==> src/rtl/sdft_pkg.sv <==
package sdft_pkg;

  localparam int SDFT_ANGLE_BITS = 24;
  localparam int SDFT_OUT_BITS   = 16;

  localparam logic [15:0] DAY_OFFSET_RST = 16'd8035;

  localparam logic [63:0] Q44_ONE = 64'd1 << 44;
  localparam logic [63:0] Q30_ONE = 64'd1 << 30;

  // linear terms of the two angles, fractions of a turn in Q44
  localparam logic [43:0] G_BASE = 44'((64'd35753 * Q44_ONE + 64'd18000) / 64'd36000);
  localparam logic [43:0] L_BASE = 44'((64'd28046 * Q44_ONE + 64'd18000) / 64'd36000);
  localparam logic [35:0] G_RATE =
    36'((64'd98560 * Q44_ONE + 64'd18000000) / 64'd36000000);
  localparam logic [35:0] L_RATE =
    36'((64'd98565 * Q44_ONE + 64'd18000000) / 64'd36000000);

  localparam logic [16:0] SEC_PER_DAY = 17'd86400;

  // rate split as q*86400 + r so the fractional day needs only a narrow divide
  localparam logic [19:0] G_RATE_Q = 20'(64'(G_RATE) / 64'd86400);
  localparam logic [16:0] G_RATE_R = 17'(64'(G_RATE) % 64'd86400);
  localparam logic [19:0] L_RATE_Q = 20'(64'(L_RATE) / 64'd86400);
  localparam logic [16:0] L_RATE_R = 17'(64'(L_RATE) % 64'd86400);

  // exact floor(x/675) for x below 2^26
  localparam int          DIV_SHIFT  = 36;
  localparam logic [26:0] RECIP_675  = 27'(((64'd1 << 36) + 64'd674) / 64'd675);

  localparam logic [32:0] TWO_PI_Q30 = 33'd6746518852;

  localparam logic [22:0] EQ1_Q30 = 23'((64'd1915 * Q30_ONE + 64'd180000) / 64'd360000);
  localparam logic [15:0] EQ2_Q30 = 16'((64'd2 * Q30_ONE + 64'd18000) / 64'd36000);
  localparam logic [29:0] COS_OBL_Q30 = 30'((64'd91748 * Q30_ONE + 64'd50000) / 64'd100000);
  localparam logic [28:0] SIN_OBL_Q30 = 29'((64'd39779 * Q30_ONE + 64'd50000) / 64'd100000);

  localparam logic [30:0] ONE_Q30 = 31'h4000_0000;

  // horner steps of the series, each a multiply stage and a divide stage
  localparam int SC_STEPS = 4;
  localparam int SC_LAT   = 3 + 2 * (SC_STEPS + 1);

  localparam int STEP_SHIFT [SC_STEPS] = '{37, 36, 35, 34};
  localparam logic [31:0] SIN_RECIP [SC_STEPS] = '{
    32'(((64'd1 << 37) + 64'd71) / 64'd72),
    32'(((64'd1 << 36) + 64'd41) / 64'd42),
    32'(((64'd1 << 35) + 64'd19) / 64'd20),
    32'(((64'd1 << 34) + 64'd5) / 64'd6)
  };
  localparam logic [31:0] COS_RECIP [SC_STEPS] = '{
    32'(((64'd1 << 37) + 64'd89) / 64'd90),
    32'(((64'd1 << 36) + 64'd55) / 64'd56),
    32'(((64'd1 << 35) + 64'd29) / 64'd30),
    32'(((64'd1 << 34) + 64'd11) / 64'd12)
  };

  typedef logic [43:0] turn44_t;
  typedef logic [30:0] mag_t;

  typedef struct packed {
    logic    valid;
    turn44_t g;
    turn44_t l;
  } front_res_t;

  typedef struct packed {
    logic            valid;
    logic [1:0]      neg;
    logic [1:0][30:0] mag;
  } sc_res_t;

endpackage

==> src/rtl/sdft_front.sv <==
module sdft_front import sdft_pkg::*; (
  input  logic       clk,
  input  logic       rst_n,
  input  logic       en,
  input  logic       in_valid,
  input  logic [31:0] in_time,
  input  logic [15:0] day_offset,
  output front_res_t res
);

  logic [5:0] vld_r;

  logic [31:0] t1_r;
  logic [51:0] p1_r;
  logic [31:0] t2_r;
  logic [15:0] q2_r;
  logic [32:0] qm2_r;
  logic [16:0] rem3_r;
  logic [16:0] days3_r;
  logic [43:0] gd4_r, ld4_r;
  logic [36:0] gq4_r, lq4_r;
  logic [33:0] gr4_r, lr4_r;
  logic [43:0] gs5_r, ls5_r;
  logic [52:0] gp5_r, lp5_r;
  logic [43:0] g6_r, l6_r;

  logic [52:0] gd_w, ld_w;

  always_ff @(posedge clk) begin
    if (!rst_n) begin
      vld_r <= '0;
    end else if (en) begin
      vld_r <= {vld_r[4:0], in_valid};
    end
  end

  always_comb begin
    gd_w = 53'(G_RATE) * 53'(days3_r);
    ld_w = 53'(L_RATE) * 53'(days3_r);
  end

  always_ff @(posedge clk) begin
    if (en) begin
      // whole days: t/86400 = (t>>7)/675
      t1_r    <= in_time;
      p1_r    <= 52'(in_time[31:7]) * 52'(RECIP_675);
      t2_r    <= t1_r;
      q2_r    <= p1_r[51:36];
      qm2_r   <= 33'(p1_r[51:36]) * 33'(SEC_PER_DAY);
      rem3_r  <= 17'(33'(t2_r) - qm2_r);
      days3_r <= 17'(q2_r) + 17'(day_offset);
      gd4_r   <= gd_w[43:0];
      ld4_r   <= ld_w[43:0];
      gq4_r   <= 37'(G_RATE_Q) * 37'(rem3_r);
      lq4_r   <= 37'(L_RATE_Q) * 37'(rem3_r);
      gr4_r   <= 34'(G_RATE_R) * 34'(rem3_r);
      lr4_r   <= 34'(L_RATE_R) * 34'(rem3_r);
      gs5_r   <= G_BASE + gd4_r + 44'(gq4_r);
      ls5_r   <= L_BASE + ld4_r + 44'(lq4_r);
      gp5_r   <= 53'(gr4_r[33:7]) * 53'(RECIP_675);
      lp5_r   <= 53'(lr4_r[33:7]) * 53'(RECIP_675);
      g6_r    <= gs5_r + 44'(gp5_r >> DIV_SHIFT);
      l6_r    <= ls5_r + 44'(lp5_r >> DIV_SHIFT);
    end
  end

  always_comb begin
    res.valid = vld_r[5];
    res.g     = g6_r;
    res.l     = l6_r;
  end

endmodule

==> config.mk <==
export PLATFORM = sky130hd
export DESIGN_NAME = sdft_front
export DESIGN_NICKNAME = d
export VERILOG_FILES = /design/src/rtl/sdft_pkg.sv /design/src/rtl/sdft_front.sv
export SDC_FILE = /design/constraint.sdc
export NUM_CORES = 2
export LEC_CHECK = 0
export ABC_AREA = 1
export BUFFER_PORTS_ARGS = -buffer_cell sky130_fd_sc_hd__buf_2
export CAP_MARGIN = 10
export CORE_ASPECT_RATIO = 0.5
export CORE_MARGIN = 4
export CORE_UTILIZATION = 67
export CTS_CLUSTER_DIAMETER = 80
export DETAILED_ROUTE_END_ITERATION = 8
export PLACE_DENSITY = 0.81
export SYNTH_ARGS = -nofsm -noshare
export SYNTH_HDL_FRONTEND = slang
export SYNTH_SLANG_ARGS = --single-unit
==> constraint.sdc <==
create_clock -name clk -period 8.5 [get_ports clk]
set_input_delay 1.7 -clock clk [delete_from_list [all_inputs] [get_ports clk]]
set_output_delay 1.7 -clock clk [all_outputs]
set_load 0.01 [all_outputs]
# [Word level (Yosys, flattened, before mapping)]
# Index checks and enable logic that the tools add are counted.
[classes] addsub=8 n_mul=10 n_div=0 magnitude_cmp=0 eq_ne=0 shift=0 mux=0 n_bitwise=0 reduce_logical=0
[ops] operator="$add A44 B17 Y44" n=2
[ops] operator="$add A44 B37 Y44" n=2
[ops] operator="$add A44 B44 Y44 const A" n=2
[ops] operator="$mul A27 B27 Y53 const B" n=1
[ops] operator="$mul A25 B27 Y52 const B" n=1
[ops] operator="$mul A24 B27 Y51 const B" n=1
[ops] operator="$mul A36 B17 Y44 const A" n=1
[ops] operator="$mul A35 B17 Y43 const A" n=1
[ops] operator="$mul A20 B17 Y37 const A" n=1
[ops] operator="$mul A18 B17 Y35 const A" n=1
[ops] operator="$mul A17 B17 Y34 const A" n=1
[ops] operator="$mul A13 B17 Y30 const A" n=1
[ops] operator="$add A16 B16 Y17" n=1
[ops] operator="$sub A17 B17 Y17" n=1
[ops] operator="$mul A16 B10 Y10 const B" n=1
[totals] reg_bits=657 latchBits=0 ram_bits=0 rom_bits=0 input_bits=52 output_inout_bits=89 wordCells=38 n_memories=0

# [Longest topological paths before layout]
[logic_depth] word_depth=2 ltp_mapped=28 ltp_nobuf=28

# [Least setup slack after synthesis]
# No wires, ideal clock.
[synth_timing] kind="input-to-reg" from="input port in_time[11]" to="register p1_r[51], data pin" setup_ps=253 arrival_ps=6170 t_required_ps=8247 setup_slack_ps=2077 path_stages=20 path_buffers=0 cell_sequence="ha_1 -> inv_1 -> fa_1 -> fa_1 -> inv_1 -> fa_1 -> inv_1 -> fa_1 -> inv_1 -> fa_1 -> fa_1 -> ha_1 -> nand2_1 -> nor2_1 -> nor3b_1 -> nand2_1 -> nand3_1 -> nand3_1 -> nand4_1 -> nand2_1"
[synth_between] elab_chain_cells=1
[synth_lines] item="start: declaration" line="sdft_front.sv:6" source="input logic [31:0] in_time,"
[synth_lines] item="$mul A25 B27 Y52" line="sdft_front.sv:46" source="p1_r <= 52'(in_time[31:7]) * 52'(RECIP_675);"
[synth_lines] item="end signal: assignment" line="sdft_front.sv:46"
[synth_lines] item="end: declaration" line="sdft_front.sv:14" source="logic [51:0] p1_r;"
# Every way passes these cells.
# A chain may end at the register's enable or synchronous reset.

# [Final worst setup path]
[layout_timing] from="input port in_time[12]" to="register p1_r[38], data pin"
# Same word-level chain as after synthesis.

==> impl_metrics.csv <==
group,metric,value,unit
global_route,grt_pass1_vias,81458,
timing,rsz0062_at_grt,"no",
logic_synthesis,syn_nets,14475,
cells_and_area,final_nets,14703,
timing,drv_slew,0,
global_route,grt_remaining_overflow,0,
setup_path,cp_slowest_stage_delay,0.54,ns
logic_synthesis,async_flop_share,0,
logic_synthesis,synthCells,11401,
setup_path,end_kind,"flip-flop",
global_route,track_usage,0.402,
timing,layout_min_cycle_time,6.66,ns
logic_synthesis,synth.top_cell.area_share,0.243,
cells_and_area,mostFrequentLayoutCells,"inv_1, nand2_1, ha_1",
setup_path,cp_common_cell,"fa_1",
floorplanning,fp.dieArea,150000,sq um
global_route,grt_max_degree,137,
clock_tree,cts_root_buffer,"clkbuf_16",
logic_synthesis,synth_area_leaders,"ha_1, fa_1, edfxtp_1, inv_1, nand2_1",
logic_synthesis,synth_ff_type,"edfxtp_1",
clock_tree,htreeDepth,2,
timing,finalSetupViolCount,0,
floorplanning,die_x,545,um
logic_synthesis,yosysUniqueCellTypes,48,
placed_design,place_inst,13472,
global_route,antenna_found_initial,9,
placed_design,dpl.hpwl,261,mm
detailed_routing,dr_total_vias,79654,
cells_and_area,layout.cells.non_filler,13576,
detailed_routing,ant_nets,0,
setup_path,crit_required,8.86,ns
clock_tree,cts_buffers,55,
clock_tree,cts_buffer_depth,3,
setup_path,crit_path_start_kind,"input pin",
timing,fin_skew,0.0918,ns
logic_synthesis,syn_area,96500,sq um
logic_synthesis,yosys.area.top_type,"ha_1",
setup_path,arrival,7.02,ns
detailed_routing,remaining_drc_errors,0,
run,max_cap_viol_count,0,
detailed_routing,dr.pass1.iters,7,
timing,hold_viol_final,0,
logic_synthesis,ys_seq_area_frac,0.164,
timing,max_freq,150,MHz
clock_tree,hold_buffers,0,
floorplanning,die_h,276,um
cells_and_area,drive_above_1_share,0.0266,
detailed_routing,vias_per_cell,5.87,
setup_path,slowest_stage,"fa_1",
floorplanning,start_util,0.675,
setup_path,path_cells,"buf_2 -> ha_1 -> inv_1 -> fa_1 -> fa_1 -> inv_1 -> fa_1 -> inv_1 -> fa_1 -> inv_1 -> fa_1 -> fa_1 -> ha_1 -> a21oi_1 -> o21ai_0 -> nand2_1 -> nand2_1 -> o21ai_0 -> nand3_1 -> nand2_1 -> nand2_1",
logic_synthesis,synth_edf_count,522,
detailed_routing,drtIter0Drc,7559,
cells_and_area,syn_to_final_growth,5.49,%
clock_tree,cts_tree,"yes",
status,status,"finished clean",
timing,finalSetupTns,0,ns
logic_synthesis,ys_seq_elements,528,
setup_path,cp_max_fo,11,
placed_design,portBuffers,140,
logic_synthesis,yosys_warnings,0,
global_route,grt_pass1_wl,464,mm
floorplanning,design.portCount,141,
clock_tree,post_cts_buffers,0,
logic_synthesis,synth_area_per_cell,8.46,sq um
placed_design,place_congestion,1.08,
clock_tree,cts_resized,0,
floorplanning,core_area,143000,sq um
timing,finalCritPeriodShare,0.783,
detailed_routing,drt-wirelength-per-cell,22.3,um
clock_tree,insertion_delay,0.70,ns
detailed_routing,drt_wl_total,303,mm
floorplanning,rows,98,
clock_tree,clk_pin_slew,0.07,ns
timing,slew_headroom,0.270,
setup_path,critical_path_class,"in -> reg",
hold_path,hp-class,"reg -> reg",
timing,tightest_slew,1.09,ns
clock_tree,clkSinkCount,528,
cells_and_area,final_common_cell,"inv_1",
state kept, by name, summed over array words and instances (netlist names), 16 cells and up:
signal and cells:
q2_r 16, t1_r 17, days3_r 17, ls5_r 43, p1_r 16, gd4_r 44, gq4_r 37, gr4_r 27
gs5_r 44, rem3_r 17, g6_r 44, ld4_r 40, lq4_r 34, t2_r 17, l6_r 44, gp5_r 17
lr4_r 24
area by class of cell:
cell class / instances / area, sq um
multi-input combinational: 7966 / 69800
fill: 11119 / 41200
sequential: 528 / 15800
inverter: 2906 / 10900
tap: 1900 / 2380
clock buffer: 61 / 1400
timing repair buffer: 172 / 963
clock inverter: 39 / 551
antenna: 4 / 10.0
cells by family (layout without fill, tap and decap cells):
group | count (synthesis) | after routing | synth area share
AND/OR/NAND/NOR | 3534 | 3534 | 0.151
adder cells (fa/ha/maj) | 3022 | 3022 | 0.481
buffers and inverters | 2907 | 3178 | 0.113
AO/OA/AOI/OAI | 1105 | 1105 | 0.0633
flip-flops | 528 | 528 | 0.164
XOR/XNOR | 305 | 305 | 0.0277
other | 0 | 4 | 0
critical path: cells and delay by family:
family,cells,cell delay [ns]
buffers and inverters,5,0.54
adder cells (fa/ha/maj),8,3.59
AO/OA/AOI/OAI,3,0.78
AND/OR/NAND/NOR,5,0.38
final timing paths:
check / depth (start not counted) / slack (ns) / endpoint / startpoint
max: 21 / 1.84 / p1_r[38] / in_time[12]
min: 0 / 0.38 / t2_r[6] / t1_r[6]
max reg2reg: 20 / 1.95 / gd4_r[43] / days3_r[2]
min reg2reg: 0 / 0.38 / t2_r[6] / t1_r[6]
per-stage QoR:
step                instance area [sq um]   util  setup slack (ns)  hold WS (ns)
floorplan                           96500      -              2.08         0.400
global placement                    99800  0.698              1.30         0.401
detailed placement                  99800  0.698              1.24         0.405
CTS                                102000  0.712              1.86         0.380
global route                       102000  0.712              1.56         0.403
finish                             102000  0.712              1.84         0.377
routing by layer:
layer	vias to the layer above	global-route usage	wire length [um]
met4	8	0.170	15800
met2	4065	0.617	132000
met1	38215	0.541	122000
met5	-	0	46
met3	960	0.108	33400
li1	36406	-	-
cells in the mapped netlist, drive strengths merged, types with 7 or more instances:
cell,n
inv,2906
nand2,1999
ha,1872
fa,1150
nor2,844
a21oi,546
edfxtp,522
nand3,386
o21ai,342
xor2,221
nand4,139
nor3,89
xnor2,84
o21bai,72
a21o,58
nor4,36
a31oi,26
a21boi,20
nand3b,20
o21a,20
o211ai,12
or2,7
Power is left out: the tool's default activity adds up to more than one toggle a clock period on the data nets, which glitch-free logic cannot reach.
